**config.mk**
```make
export PLATFORM = sky130hd
export DESIGN_NAME = cyclic_code_systematic_encoder_core_flat
export DESIGN_NICKNAME = d
export VERILOG_FILES = /design/src/hdl/ccse_pkg.sv /design/src/hdl/ccse_ifs.sv /design/src/hdl/ccse_ctrl.sv /design/src/hdl/ccse_datapath.sv /design/src/hdl/cyclic_code_systematic_encoder_core.sv /design/src/flat_wrapper.sv
export SDC_FILE = /design/constraint.sdc
export NUM_CORES = 2
export LEC_CHECK = 0
export BUFFER_PORTS_ARGS = -buffer_cell sky130_fd_sc_hd__buf_2
export CORE_ASPECT_RATIO = 1.5
export CORE_MARGIN = 8
export CORE_UTILIZATION = 55
export CTS_BUF_LIST = sky130_fd_sc_hd__clkbuf_2 sky130_fd_sc_hd__clkbuf_4 sky130_fd_sc_hd__clkbuf_8
export DETAILED_ROUTE_END_ITERATION = 6
export PLACE_DENSITY = 0.83
export SYNTH_ARGS = -nofsm -noshare
export SYNTH_HDL_FRONTEND = slang
export SYNTH_HIERARCHICAL = 1
export SYNTH_SLANG_ARGS = --single-unit
```
**constraint.sdc**
```tcl
create_clock -name i_clk -period 12.6 [get_ports i_clk]
set_input_delay 1.89 -clock i_clk [delete_from_list [all_inputs] [get_ports i_clk]]
set_output_delay 1.89 -clock i_clk [all_outputs]
set_load 0.02 [all_outputs]
```
**src/hdl/ccse_pkg.sv**
```systemverilog
package ccse_pkg;

    // Field widths
    localparam int SYMBOL_BITS   = 8;
    localparam int POS_BITS      = 13;
    localparam int Q_BITS        = 9;
    localparam int D_BITS        = 6;
    localparam int K_BITS        = 13;
    localparam int CFG_IDX_BITS  = 2;
    localparam int CFG_DATA_BITS = 13;
    localparam int BIT_CNT_BITS  = (SYMBOL_BITS > 1) ? $clog2(SYMBOL_BITS) : 1;

    // Limits and defaults
    localparam int MAX_PARITY_DEF = 32;
    localparam int MAX_MESSAGE    = 4096;
    localparam int Q_MIN          = 2;
    localparam int Q_MAX          = 1 << SYMBOL_BITS;

    localparam logic [Q_BITS-1:0] Q_RESET = Q_BITS'(2);
    localparam logic [D_BITS-1:0] D_RESET = D_BITS'(2);
    localparam logic [K_BITS-1:0] K_RESET = K_BITS'(1);

    // Configuration register indexes
    localparam logic [CFG_IDX_BITS-1:0] CFG_SYMBOL_MODULUS = CFG_IDX_BITS'(0);
    localparam logic [CFG_IDX_BITS-1:0] CFG_PARITY_LENGTH  = CFG_IDX_BITS'(1);
    localparam logic [CFG_IDX_BITS-1:0] CFG_MESSAGE_LENGTH = CFG_IDX_BITS'(2);

    // Controller to datapath commands
    typedef struct packed {
        logic load_in;   // capture input symbol, start reduction
        logic reduce;    // one bit of the modulo reduction
        logic msg_step;  // LFSR step and message symbol to output register
        logic par_step;  // one parity symbol to output register
    } t_cmd;

    // Datapath to controller status
    typedef struct packed {
        logic red_last;  // final reduction bit in progress
        logic done;      // current symbol closes the codeword
        logic par_last;  // parity symbol at position zero
        logic out_free;  // output register can take a new symbol
    } t_stat;

endpackage

```
**src/hdl/ccse_ifs.sv**
```systemverilog
interface ccse_in_if import ccse_pkg::*; ();
    logic                   valid;
    logic                   ready;
    logic [SYMBOL_BITS-1:0] message_symbol;

    modport source (output valid, message_symbol, input ready);
    modport sink   (input valid, message_symbol, output ready);
endinterface

interface ccse_out_if import ccse_pkg::*; ();
    logic                   valid;
    logic                   ready;
    logic [SYMBOL_BITS-1:0] code_symbol;
    logic [POS_BITS-1:0]    symbol_position;
    logic                   is_parity;
    logic                   codeword_last;

    modport source (output valid, code_symbol, symbol_position, is_parity, codeword_last,
                    input ready);
    modport sink   (input valid, code_symbol, symbol_position, is_parity, codeword_last,
                    output ready);
endinterface

interface ccse_cfg_if import ccse_pkg::*; ();
    logic                     valid;
    logic                     ready;
    logic [CFG_IDX_BITS-1:0]  index;
    logic [CFG_DATA_BITS-1:0] data;

    modport source (output valid, index, data, input ready);
    modport sink   (input valid, index, data, output ready);
endinterface

```
**src/hdl/ccse_ctrl.sv**
```systemverilog
module ccse_ctrl import ccse_pkg::*; (
    input  logic  i_clk,
    input  logic  i_rst_n,
    input  logic  i_in_valid,
    output logic  o_in_ready,
    input  t_stat i_stat,
    output t_cmd  o_cmd
);

    typedef enum logic [1:0] {
        S_IDLE,
        S_REDUCE,
        S_MSG,
        S_PARITY
    } t_state;

    t_state r_state;
    t_state n_state;

    // Next state and commands
    always_comb begin
        n_state    = r_state;
        o_cmd      = '0;
        o_in_ready = 1'b0;
        case (r_state)
            S_IDLE: begin
                o_in_ready = 1'b1;
                if (i_in_valid) begin
                    o_cmd.load_in = 1'b1;
                    n_state       = S_REDUCE;
                end
            end
            S_REDUCE: begin
                o_cmd.reduce = 1'b1;
                if (i_stat.red_last) begin
                    n_state = S_MSG;
                end
            end
            S_MSG: begin
                if (i_stat.out_free) begin
                    o_cmd.msg_step = 1'b1;
                    n_state        = i_stat.done ? S_PARITY : S_IDLE;
                end
            end
            S_PARITY: begin
                if (i_stat.out_free) begin
                    o_cmd.par_step = 1'b1;
                    if (i_stat.par_last) begin
                        n_state = S_IDLE;
                    end
                end
            end
            default: begin
                n_state = S_IDLE;
            end
        endcase
    end

    // State register
    always_ff @(posedge i_clk) begin
        if (!i_rst_n) begin
            r_state <= S_IDLE;
        end else begin
            r_state <= n_state;
        end
    end

endmodule

```
**src/hdl/ccse_datapath.sv**
```systemverilog
module ccse_datapath import ccse_pkg::*; #(
    parameter int MAX_PARITY = MAX_PARITY_DEF
) (
    input  logic                     i_clk,
    input  logic                     i_rst_n,
    input  t_cmd                     i_cmd,
    output t_stat                    o_stat,
    input  logic [SYMBOL_BITS-1:0]   i_msg_symbol,
    input  logic                     i_cfg_valid,
    input  logic [CFG_IDX_BITS-1:0]  i_cfg_index,
    input  logic [CFG_DATA_BITS-1:0] i_cfg_data,
    input  logic                     i_out_ready,
    output logic                     o_out_valid,
    output logic [SYMBOL_BITS-1:0]   o_code_symbol,
    output logic [POS_BITS-1:0]      o_symbol_position,
    output logic                     o_is_parity,
    output logic                     o_codeword_last
);

    localparam int PW = (MAX_PARITY > 1) ? $clog2(MAX_PARITY) : 1;

    // Configuration, held as effective (clamped) values
    logic [Q_BITS-1:0] r_q;
    logic [D_BITS-1:0] r_d;
    logic [K_BITS-1:0] r_k;
    logic [Q_BITS-1:0] n_q;
    logic [D_BITS-1:0] n_d;
    logic [K_BITS-1:0] n_k;

    // Reduction unit
    logic [SYMBOL_BITS-1:0]  r_sym_sr;
    logic [BIT_CNT_BITS-1:0] r_bit_cnt;
    logic [SYMBOL_BITS-1:0]  r_red;
    logic [SYMBOL_BITS-1:0]  n_red;
    logic [Q_BITS-1:0]       red_trial;

    // LFSR and codeword counters
    logic [SYMBOL_BITS-1:0] r_rem [MAX_PARITY];
    logic [SYMBOL_BITS-1:0] n_rem_step [MAX_PARITY];
    logic [SYMBOL_BITS-1:0] n_rem_norm [MAX_PARITY];
    logic [Q_BITS+SYMBOL_BITS-1:0] q_shift;
    logic [SYMBOL_BITS-1:0] rem_top;
    logic [D_BITS-1:0]      d_top;
    logic [Q_BITS-1:0]      fb_sum;
    logic [SYMBOL_BITS-1:0] fb;
    logic [K_BITS-1:0]      r_seen;
    logic [K_BITS:0]        seen_inc;
    logic                   done;
    logic [K_BITS-1:0]      msg_idx;
    logic [PW-1:0]          r_par_idx;

    // Output register
    logic                   r_out_valid;
    logic [SYMBOL_BITS-1:0] r_code;
    logic [POS_BITS-1:0]    r_pos;
    logic                   r_par;
    logic                   r_last;
    logic                   out_free;

    // Clamp configuration writes
    always_comb begin
        n_q = i_cfg_data[Q_BITS-1:0];
        if (n_q < Q_BITS'(Q_MIN)) begin
            n_q = Q_BITS'(Q_MIN);
        end else if (n_q > Q_BITS'(Q_MAX)) begin
            n_q = Q_BITS'(Q_MAX);
        end
        n_d = i_cfg_data[D_BITS-1:0];
        if (n_d == '0) begin
            n_d = D_BITS'(1);
        end else if (n_d > D_BITS'(MAX_PARITY)) begin
            n_d = D_BITS'(MAX_PARITY);
        end
        n_k = i_cfg_data[K_BITS-1:0];
        if (n_k == '0) begin
            n_k = K_BITS'(1);
        end else if (n_k > K_BITS'(MAX_MESSAGE)) begin
            n_k = K_BITS'(MAX_MESSAGE);
        end
    end

    // One restoring step of the input reduction modulo q
    always_comb begin
        red_trial = {r_red, r_sym_sr[SYMBOL_BITS-1]};
        if (red_trial >= r_q) begin
            n_red = SYMBOL_BITS'(red_trial - r_q);
        end else begin
            n_red = red_trial[SYMBOL_BITS-1:0];
        end
    end

    // Lanes brought below q during the reduction cycles (q may have changed
    // mid-codeword): one compare-subtract of q shifted by the bit count per cycle
    assign q_shift = {{SYMBOL_BITS{1'b0}}, r_q} << r_bit_cnt;

    always_comb begin
        for (int i = 0; i < MAX_PARITY; i++) begin
            if ({{Q_BITS{1'b0}}, r_rem[i]} >= q_shift) begin
                n_rem_norm[i] = SYMBOL_BITS'({{Q_BITS{1'b0}}, r_rem[i]} - q_shift);
            end else begin
                n_rem_norm[i] = r_rem[i];
            end
        end
    end

    // Feedback term f = (m + r[d-1]) mod q
    assign d_top   = r_d - D_BITS'(1);
    assign rem_top = r_rem[d_top[PW-1:0]];
    assign fb_sum  = {1'b0, r_red} + {1'b0, rem_top};
    assign fb      = (fb_sum >= r_q) ? SYMBOL_BITS'(fb_sum - r_q) : fb_sum[SYMBOL_BITS-1:0];

    // Each lane: r[i] = (r[i-1] - f) mod q
    always_comb begin
        for (int i = 0; i < MAX_PARITY; i++) begin
            logic [Q_BITS-1:0] prev;
            logic [Q_BITS-1:0] diff;
            prev = (i == 0) ? '0 : {1'b0, r_rem[(i == 0) ? 0 : i - 1]};
            diff = prev - {1'b0, fb};
            if (diff[Q_BITS-1]) begin
                n_rem_step[i] = SYMBOL_BITS'(diff + r_q);
            end else begin
                n_rem_step[i] = diff[SYMBOL_BITS-1:0];
            end
        end
    end

    // Codeword bookkeeping
    assign seen_inc = {1'b0, r_seen} + (K_BITS+1)'(1);
    assign done     = (seen_inc >= {1'b0, r_k});
    assign msg_idx  = (r_seen < r_k) ? (r_k - K_BITS'(1) - r_seen) : '0;
    assign out_free = !r_out_valid || i_out_ready;

    assign o_stat.red_last = (r_bit_cnt == '0);
    assign o_stat.done     = done;
    assign o_stat.par_last = (r_par_idx == '0);
    assign o_stat.out_free = out_free;

    // Registers
    always_ff @(posedge i_clk) begin
        if (!i_rst_n) begin
            r_q         <= Q_RESET;
            r_d         <= D_RESET;
            r_k         <= K_RESET;
            r_seen      <= '0;
            r_par_idx   <= '0;
            r_bit_cnt   <= '0;
            r_out_valid <= 1'b0;
            for (int i = 0; i < MAX_PARITY; i++) begin
                r_rem[i] <= '0;
            end
        end else begin
            // configuration transfer
            if (i_cfg_valid) begin
                case (i_cfg_index)
                    CFG_SYMBOL_MODULUS: r_q <= n_q;
                    CFG_PARITY_LENGTH:  r_d <= n_d;
                    CFG_MESSAGE_LENGTH: r_k <= n_k;
                    default: ;
                endcase
            end

            // input capture and reduction
            if (i_cmd.load_in) begin
                r_sym_sr  <= i_msg_symbol;
                r_red     <= '0;
                r_bit_cnt <= BIT_CNT_BITS'(SYMBOL_BITS - 1);
            end else if (i_cmd.reduce) begin
                r_sym_sr  <= r_sym_sr << 1;
                r_red     <= n_red;
                r_bit_cnt <= r_bit_cnt - BIT_CNT_BITS'(1);
                for (int i = 0; i < MAX_PARITY; i++) begin
                    if (D_BITS'(i) < r_d) begin
                        r_rem[i] <= n_rem_norm[i];
                    end
                end
            end

            // output register: loaded on an emit, else drains
            if (i_cmd.msg_step || i_cmd.par_step) begin
                r_out_valid <= 1'b1;
            end else if (r_out_valid && i_out_ready) begin
                r_out_valid <= 1'b0;
            end

            // message symbol: LFSR step over the active lanes
            if (i_cmd.msg_step) begin
                for (int i = 0; i < MAX_PARITY; i++) begin
                    if (D_BITS'(i) < r_d) begin
                        r_rem[i] <= n_rem_step[i];
                    end
                end
                r_code      <= r_red;
                r_pos       <= POS_BITS'(msg_idx + K_BITS'(r_d));
                r_par       <= 1'b0;
                r_last      <= 1'b0;
                r_par_idx   <= d_top[PW-1:0];
                r_seen      <= done ? '0 : seen_inc[K_BITS-1:0];
            end

            // parity: emit top lane, shift active lanes up, clear at the end
            if (i_cmd.par_step) begin
                r_code      <= rem_top;
                r_pos       <= POS_BITS'(r_par_idx);
                r_par       <= 1'b1;
                r_last      <= (r_par_idx == '0);
                r_par_idx   <= r_par_idx - PW'(1);
                for (int i = 0; i < MAX_PARITY; i++) begin
                    if (r_par_idx == '0) begin
                        r_rem[i] <= '0;
                    end else if (D_BITS'(i) < r_d) begin
                        r_rem[i] <= (i == 0) ? '0 : r_rem[(i == 0) ? 0 : i - 1];
                    end
                end
            end
        end
    end

    assign o_out_valid       = r_out_valid;
    assign o_code_symbol     = r_code;
    assign o_symbol_position = r_pos;
    assign o_is_parity       = r_par;
    assign o_codeword_last   = r_last;

endmodule

```
**src/hdl/cyclic_code_systematic_encoder_core.sv**
```systemverilog
// Systematic cyclic-code encoder over Z_q with the all-ones generator of degree d.
// Channels (valid/ready, a transfer when both are high):
//   i_msg  : message symbols, highest index first, one codeword of k symbols.
//   o_code : codeword symbols; each message symbol is passed through reduced
//            mod q, and after the k-th one the d parity symbols follow, highest
//            position first, with codeword_last on position zero.
//   i_cfg  : register writes (0 modulus q, 1 parity length d, 2 message length k),
//            always ready; out-of-range values are clamped. Write between symbols.
// Sequence: after its transfer a message symbol goes through the bit-serial
// modulo-q reduction and then one LFSR update that loads the output register.
// The next input is taken only after that update; after the last symbol of a
// codeword the d parity symbols are emitted before the next input is taken.
// The output register decouples the sides: a new symbol is taken and reduced
// while the previous result waits; a stalled receiver holds the output and
// stops the encoder at its next emit.
// Reset (synchronous, active low) sets q=2, d=2, k=1 and clears the remainder
// and symbol count.
module cyclic_code_systematic_encoder_core import ccse_pkg::*; #(
    parameter int MAX_PARITY = MAX_PARITY_DEF
) (
    input  logic        i_clk,
    input  logic        i_rst_n,
    ccse_in_if.sink     i_msg,
    ccse_out_if.source  o_code,
    ccse_cfg_if.sink    i_cfg
);

    t_cmd  cmd;
    t_stat stat;

    assign i_cfg.ready = 1'b1;

    // Sequencer
    ccse_ctrl u_ctrl (
        .i_clk      (i_clk),
        .i_rst_n    (i_rst_n),
        .i_in_valid (i_msg.valid),
        .o_in_ready (i_msg.ready),
        .i_stat     (stat),
        .o_cmd      (cmd)
    );

    // Reduction, LFSR and output register
    ccse_datapath #(
        .MAX_PARITY (MAX_PARITY)
    ) u_datapath (
        .i_clk             (i_clk),
        .i_rst_n           (i_rst_n),
        .i_cmd             (cmd),
        .o_stat            (stat),
        .i_msg_symbol      (i_msg.message_symbol),
        .i_cfg_valid       (i_cfg.valid),
        .i_cfg_index       (i_cfg.index),
        .i_cfg_data        (i_cfg.data),
        .i_out_ready       (o_code.ready),
        .o_out_valid       (o_code.valid),
        .o_code_symbol     (o_code.code_symbol),
        .o_symbol_position (o_code.symbol_position),
        .o_is_parity       (o_code.is_parity),
        .o_codeword_last   (o_code.codeword_last)
    );

endmodule

```
**src/flat_wrapper.sv**
```systemverilog
// flat-port wrapper written by rule: the top's interface ports become plain ports
module cyclic_code_systematic_encoder_core_flat import ccse_pkg::*;
#(
    parameter int MAX_PARITY = MAX_PARITY_DEF
)
  (i_clk, i_rst_n, i_msg_valid, i_msg_message_symbol, i_msg_ready, o_code_valid, o_code_code_symbol, o_code_symbol_position, o_code_is_parity, o_code_codeword_last, o_code_ready, i_cfg_valid, i_cfg_index, i_cfg_data, i_cfg_ready);
  ccse_in_if i_msg_i ();
  ccse_out_if o_code_i ();
  ccse_cfg_if i_cfg_i ();
  input  logic i_clk;
  input  logic i_rst_n;
  input wire logic [$bits(i_msg_i.valid)-1:0] i_msg_valid;
  input wire logic [$bits(i_msg_i.message_symbol)-1:0] i_msg_message_symbol;
  output wire logic [$bits(i_msg_i.ready)-1:0] i_msg_ready;
  output wire logic [$bits(o_code_i.valid)-1:0] o_code_valid;
  output wire logic [$bits(o_code_i.code_symbol)-1:0] o_code_code_symbol;
  output wire logic [$bits(o_code_i.symbol_position)-1:0] o_code_symbol_position;
  output wire logic [$bits(o_code_i.is_parity)-1:0] o_code_is_parity;
  output wire logic [$bits(o_code_i.codeword_last)-1:0] o_code_codeword_last;
  input wire logic [$bits(o_code_i.ready)-1:0] o_code_ready;
  input wire logic [$bits(i_cfg_i.valid)-1:0] i_cfg_valid;
  input wire logic [$bits(i_cfg_i.index)-1:0] i_cfg_index;
  input wire logic [$bits(i_cfg_i.data)-1:0] i_cfg_data;
  output wire logic [$bits(i_cfg_i.ready)-1:0] i_cfg_ready;
  assign i_msg_i.valid = i_msg_valid;
  assign i_msg_i.message_symbol = i_msg_message_symbol;
  assign i_msg_ready = i_msg_i.ready;
  assign o_code_valid = o_code_i.valid;
  assign o_code_code_symbol = o_code_i.code_symbol;
  assign o_code_symbol_position = o_code_i.symbol_position;
  assign o_code_is_parity = o_code_i.is_parity;
  assign o_code_codeword_last = o_code_i.codeword_last;
  assign o_code_i.ready = o_code_ready;
  assign i_cfg_i.valid = i_cfg_valid;
  assign i_cfg_i.index = i_cfg_index;
  assign i_cfg_i.data = i_cfg_data;
  assign i_cfg_ready = i_cfg_i.ready;
  cyclic_code_systematic_encoder_core #(.MAX_PARITY(MAX_PARITY)) u_core (.i_clk(i_clk), .i_rst_n(i_rst_n), .i_msg(i_msg_i), .o_code(o_code_i), .i_cfg(i_cfg_i));
endmodule
```
# After elaboration in Yosys (flattened, before gate mapping)
# Memories as Yosys holds them, arrays and structs flattened.
# Cells that the tools add are included.
# totals
mem_count	1
word_cells	972
input_bits	28
out_inout_bits	26
reg_bits	91
ram_bits	256
# memory_table
name	depth	word_bits	read_ports	rd_ports_with_merged_regs	wr	line_no	rtl
u_core.u_datapath.r_rem	32	8	33	0	32	ccse_datapath.sv:38	logic [SYMBOL_BITS-1:0] r_rem [MAX_PARITY];
# classes
magnitude_cmp	72
n_eq_ne	10
n_bitwise	128
reduce_logical	19
shifts	1
muxes	620
n_addsub	106
# ops
operator	count
two-way mux 8 bit	199
>= comparator 8 x 17 -> 1 bit	32
two-way mux 1 bit	400
subtractor 8 x 8 -> 9 bit	31
subtractor 8 bit	34
adder 8 bit	32
OR 1 bit	128
less-than comparator 5 x 6 -> 1 bit, first input constant	16
two-way mux 13 bit	5
less-than comparator 4 x 6 -> 1 bit, first input constant	8
less-than comparator 3 x 6 -> 1 bit, first input constant	4
>= comparator 9 bit	2
two-way mux 9 bit	2
<< shifter 9 x 3 -> 17 bit	1
two-way mux 5 bit	3
adder 13 x 1 -> 14 bit, second input constant	1
>= comparator 14 x 13 -> 1 bit	1
adder 13 x 6 -> 13 bit	1
greater-than comparator 13 bit, second input constant	1
logical NOT 13 bit	1
less-than comparator 13 bit	1
subtractor 13 x 1 -> 13 bit, second input constant	1
subtractor 13 bit	1
less-than comparator 1 x 6 -> 1 bit, first input constant	2
26 further kinds	49

# Depth between registers and ports, before layout
# An unclocked memory read counts as a cell.
# logic_depth
ltp_word	11
mapped_depth	48
depth_no_buf	42

# Modules after synthesis
# The synthesis kept the hierarchy.
# modules_own_cells
mod	instances	seq_area_each_um2	area_each_um2	cells_per_inst
ccse_datapath	1	9859.5	52913.2	6164
ccse_ctrl	1	40.0	148.9	20
cyclic_code_systematic_encoder_core	1	0.0	11.3	2

# Worst setup path after synthesis
# OpenSTA, ideal clock, no wires.
# synth_timing
kind	register to register
from	reg u_core.u_datapath.r_d[0]
to	mem u_core.u_datapath.r_rem[3][7], data pin
stages_incl_launch_ff	45
period_less_slack_ns	12.067
arrival_time_ns	11.808
required_time_ns	12.341
slack_ns	0.533
setup_ns	0.259
path_buffers	6
path_cell_list	dfxtp_1 clkbuf_1 clkbuf_1 clkbuf_1 inv_1 ha_1 clkbuf_1 xnor2_1 clkbuf_1 mux4_2 mux2i_1 inv_1 ha_1 a21o_1 a21oi_1 nor2b_1 o21ai_0 nand2b_1 [9 not listed] a21oi_1 ha_1 inv_1 ha_1 nand4b_1 maj3_1 maj3_1 maj3_1 a21oi_1 xnor2_1 ha_1 o41ai_1 xnor2_1 a211oi_1 o21ai_0 o211ai_1 nor2_1 a211o_1
# synth_lines
element	line_no	rtl
start: declaration	ccse_datapath.sv:24	logic [D_BITS-1:0] r_d;
start signal: assignment	ccse_datapath.sv:156	CFG_PARITY_LENGTH: r_d <= n_d;
end: declaration	ccse_datapath.sv:38	

==> run_summary.xml <==
<?xml version="1.0" encoding="UTF-8"?>
<metrics>
  <group name="timing">
    <metric name="finalMaxSlewViolations" unit="">5</metric>
    <metric name="tightest_slew" unit="ps">1505</metric>
    <metric name="hold_violations" unit="">0</metric>
    <metric name="clock-skew-final" unit="ps">78.01</metric>
    <metric name="final_worst_path_period_need" unit="ps">11450</metric>
    <metric name="finalSetupTns" unit="ps">0</metric>
    <metric name="max_freq" unit="MHz">87.33</metric>
    <metric name="rsz0062_at_grt" unit="">false</metric>
    <metric name="min_period_over_period" unit="%">90.88</metric>
    <metric name="timing.max_slew.rel_slack" unit="%">-0.7532</metric>
    <metric name="total_setup_violations_reported_at_the_end_of_the_flow" unit="">0</metric>
  </group>
  <group name="floorplan">
    <metric name="chip_width" unit="µm">269.6</metric>
    <metric name="floorplan.io_pins" unit="">54</metric>
    <metric name="die_height" unit="µm">396.5</metric>
    <metric name="dieArea" unit="µm²">106900</metric>
    <metric name="row_count" unit="">139</metric>
    <metric name="start_util" unit="%">55.48</metric>
    <metric name="placeableCoreArea" unit="µm²">95650</metric>
  </group>
  <group name="synth">
    <metric name="synthTopCellsByCount" unit="">725 x sky130_fd_sc_hd__ha_1, 512 x sky130_fd_sc_hd__xnor2_1, 484 x sky130_fd_sc_hd__a21oi_1</metric>
    <metric name="number_of_enable_flip_flop_cells_after_synthesis" unit="">295</metric>
    <metric name="synth.ff_latch_count" unit="">347</metric>
    <metric name="postSynthNetCount" unit="">7008</metric>
    <metric name="synth_top_cells_by_area" unit="">sky130_fd_sc_hd__ha_1 17%, sky130_fd_sc_hd__edfxtp_1 17%, sky130_fd_sc_hd__xnor2_1 8.4%</metric>
    <metric name="synth_ff_type" unit="">sky130_fd_sc_hd__edfxtp_1</metric>
    <metric name="synth_cells" unit="">6186</metric>
    <metric name="seq_area_frac_synth" unit="%">18.65</metric>
    <metric name="synthesis.area_per_instance" unit="µm²">8.580</metric>
    <metric name="synth_top_area_share" unit="%">17.09</metric>
    <metric name="synth_top_area_cell" unit="">sky130_fd_sc_hd__ha_1</metric>
    <metric name="synth.yosys.warnings" unit="">6</metric>
    <metric name="synth_async_sr_flop_share" unit="%">0</metric>
    <metric name="synthDistinctLibCells" unit="">103</metric>
    <metric name="synthesis.area" unit="µm²">53070</metric>
    <metric name="most_frequent_cell_after_synthesis" unit="">sky130_fd_sc_hd__ha_1</metric>
  </group>
  <group name="worst_setup_path">
    <metric name="timing.critical_path.slowest_cell_delay" unit="ps">1070</metric>
    <metric name="worst-r2r-setup-slack" unit="ps">1150</metric>
    <metric name="r2r.worst_path.cells" unit="">38</metric>
    <metric name="worstSetupStartpointType" unit="">flip-flop</metric>
    <metric name="worstSetupPathType" unit="">reg -&gt; reg</metric>
    <metric name="critical_path_arrival" unit="ps">12060</metric>
    <metric name="cp_capture_type" unit="">flip-flop</metric>
    <metric name="required" unit="ps">13210</metric>
    <metric name="critical_path.slowest_cell" unit="">sky130_fd_sc_hd__ha_4</metric>
    <metric name="crit_fanout" unit="">65</metric>
  </group>
  <group name="place">
    <metric name="buffer_ports.inserted" unit="">52</metric>
    <metric name="dp_hpwl" unit="mm">150.4</metric>
    <metric name="place_inst" unit="">7384</metric>
    <metric name="routabilityCongestion" unit="">1.065</metric>
  </group>
  <group name="cts">
    <metric name="clkLatencyLatePin" unit="ps">810</metric>
    <metric name="clock-root-buffer" unit="">sky130_fd_sc_hd__clkbuf_8</metric>
    <metric name="cts.hold.buffers_added" unit="">0</metric>
    <metric name="post_cts.repair.setup_buffers" unit="">0</metric>
    <metric name="clock_h_tree_levels" unit="">3</metric>
    <metric name="cts_tree" unit="">built</metric>
    <metric name="ctsResizeCount" unit="">0</metric>
    <metric name="clk_pin_slew_worst_paths" unit="ps">60</metric>
    <metric name="clock_sinks" unit="">347</metric>
    <metric name="clock_tree.buffer_depth" unit="">3</metric>
    <metric name="cts_buffers" unit="">68</metric>
  </group>
  <group name="run_status">
    <metric name="outcome" unit="">finished with violations</metric>
    <metric name="failed_checks" unit="">DRC, capacitance limit, slew limit</metric>
  </group>
  <group name="global_route">
    <metric name="first_global_vias" unit="">51580</metric>
    <metric name="grt_usage" unit="%">38.36</metric>
    <metric name="grt_antenna_before_repair" unit="">25</metric>
    <metric name="largest_net_degree_at_the_start_of_global_routing" unit="">66</metric>
    <metric name="overflow" unit="">0</metric>
    <metric name="grt_first_pass_wirelength" unit="mm">313.2</metric>
  </group>
  <group name="flow_run">
    <metric name="max_cap_violations" unit="">1</metric>
  </group>
  <group name="routing">
    <metric name="route.detailed.drc" unit="">1</metric>
    <metric name="drt-initial-drc-count" unit="">6305</metric>
    <metric name="drtAntennaViolNets" unit="">0</metric>
    <metric name="drt_wl_total" unit="mm">214.3</metric>
    <metric name="drt_pass1_iterations" unit="">7</metric>
    <metric name="via_count" unit="">53110</metric>
    <metric name="wl_per_cell" unit="µm">28.48</metric>
    <metric name="detail_route.vias_per_cell" unit="">7.058</metric>
  </group>
  <group name="layout">
    <metric name="layout-drive-gt1-share" unit="%">7.518</metric>
    <metric name="nets" unit="">7008</metric>
    <metric name="layoutNonFillerInstCount" unit="">7524</metric>
    <metric name="syn_to_final_growth" unit="%">6.462</metric>
  </group>
  <group name="worst_hold_path">
    <metric name="worstHoldPathType" unit="">reg -&gt; reg</metric>
    <metric name="whs_path_depth" unit="">2</metric>
  </group>
</metrics>
final cells by class:
type | count | area (µm²)
diodes | 17 | 42.54
well taps | 1269 | 1588
clock buffers | 84 | 1056
repair buffers | 157 | 1046
flip-flops and latches | 347 | 9918
multi-input cells | 5259 | 41150
fillers | 8325 | 39150
clock inverters | 38 | 374.1
inverters | 353 | 1325
kinds of logic (layout without fill, tap and decap cells):
kind of cell	count (synthesis)	after routing	synth area share (%)
compound gates	1952	1952	24.12
simple gates	1465	1465	13.22
fa+ha+maj	858	858	20.91
xor+xnor	731	731	12.12
buf+inv	580	632	4.227
flops	347	347	18.65
mux	252	252	6.747
other cells	1	18	0.007066
layout by cell type (no fill, tap or decap), types with 35 or more instances in the layout:
master and n:
sky130_fd_sc_hd__inv_1 348, sky130_fd_sc_hd__a22oi_1 144, sky130_fd_sc_hd__o221ai_1 72, sky130_fd_sc_hd__xor2_1 217
sky130_fd_sc_hd__a21o_1 333, sky130_fd_sc_hd__dfxtp_1 43, sky130_fd_sc_hd__a21oi_1 483, sky130_fd_sc_hd__ha_1 724
sky130_fd_sc_hd__o211ai_1 35, sky130_fd_sc_hd__nor2_1 452, sky130_fd_sc_hd__maj3_1 61, sky130_fd_sc_hd__nor3_1 93
sky130_fd_sc_hd__and3_1 45, sky130_fd_sc_hd__nor4_1 45, sky130_fd_sc_hd__fa_1 68, sky130_fd_sc_hd__nand3_1 101
sky130_fd_sc_hd__nand4_1 59, sky130_fd_sc_hd__a211oi_1 43, sky130_fd_sc_hd__o21bai_1 87, sky130_fd_sc_hd__o21a_1 39
sky130_fd_sc_hd__mux2i_1 131, sky130_fd_sc_hd__nand2b_1 82, sky130_fd_sc_hd__a31oi_1 40, sky130_fd_sc_hd__edfxtp_1 295
sky130_fd_sc_hd__buf_2 52, sky130_fd_sc_hd__clkbuf_8 68, sky130_fd_sc_hd__nand2_1 353, sky130_fd_sc_hd__buf_4 104
sky130_fd_sc_hd__o21ai_0 390, sky130_fd_sc_hd__mux4_2 81, sky130_fd_sc_hd__nor2b_1 83, sky130_fd_sc_hd__xnor2_1 510
critical path, delay by kind of cell, from the launching register on:
family                   cells  cell delay [ps]
multiplexers                 4             1560
AND/OR/NAND/NOR              8             1450
flip-flops                   1              620
AO/OA/AOI/OAI               13             3350
buffers and inverters        3             1110
XOR/XNOR                     4              560
adder cells (fa/ha/maj)      6             2510
metal layers:
metal | part of all wire (%) | GRT usage [%]
met1 | 33 | 40.32
met2 | 43 | 60.05
met3 | 12 | 11.75
met4 | 12 | 38.08
met5 | 0.021 | 0.1360
state kept, by name, indices dropped and copies added (netlist names), 6 cells and up:
name	cells
u_core/u_datapath/r_d	6
u_core/u_datapath/r_k	13
u_core/u_datapath/r_sym_sr	8
u_core/u_datapath/r_q	9
u_core/u_datapath/r_rem	256
u_core/u_datapath/r_red	8
u_core/u_datapath/o_code_symbol	8
u_core/u_datapath/o_symbol_position	13
u_core/u_datapath/r_seen	13
metrics by stage:
stage	setup WS [ps]	area [µm²]	utilization, %	hold slack, ps
final	1149	56500	59.07	513.2
after global routing	787.1	56470	59.04	548.8
after CTS	1530	56450	59.02	510.2
after detailed placement	1590	55020	57.52	490.5
after global placement	1816	55020	57.52	481.4
after floorplan	533.1	53070	-	463.4
final timing paths:
kind / start / endpoint
max: u_core/u_datapath/r_d[0]$_SDFFE_PN0P_ / u_core/u_datapath/r_rem[7][7]$_SDFFCE_PN0P_
min: u_core/u_datapath/r_k[12]$_SDFFE_PN0P_ / u_core/u_datapath/r_k[12]$_SDFFE_PN0P_
max reg2reg: u_core/u_datapath/r_d[0]$_SDFFE_PN0P_ / u_core/u_datapath/r_rem[7][7]$_SDFFCE_PN0P_
min reg2reg: u_core/u_datapath/r_k[12]$_SDFFE_PN0P_ / u_core/u_datapath/r_k[12]$_SDFFE_PN0P_
Power is not shown: default switching activity piles up to over one toggle a cycle in this logic, so the estimate is an artifact.
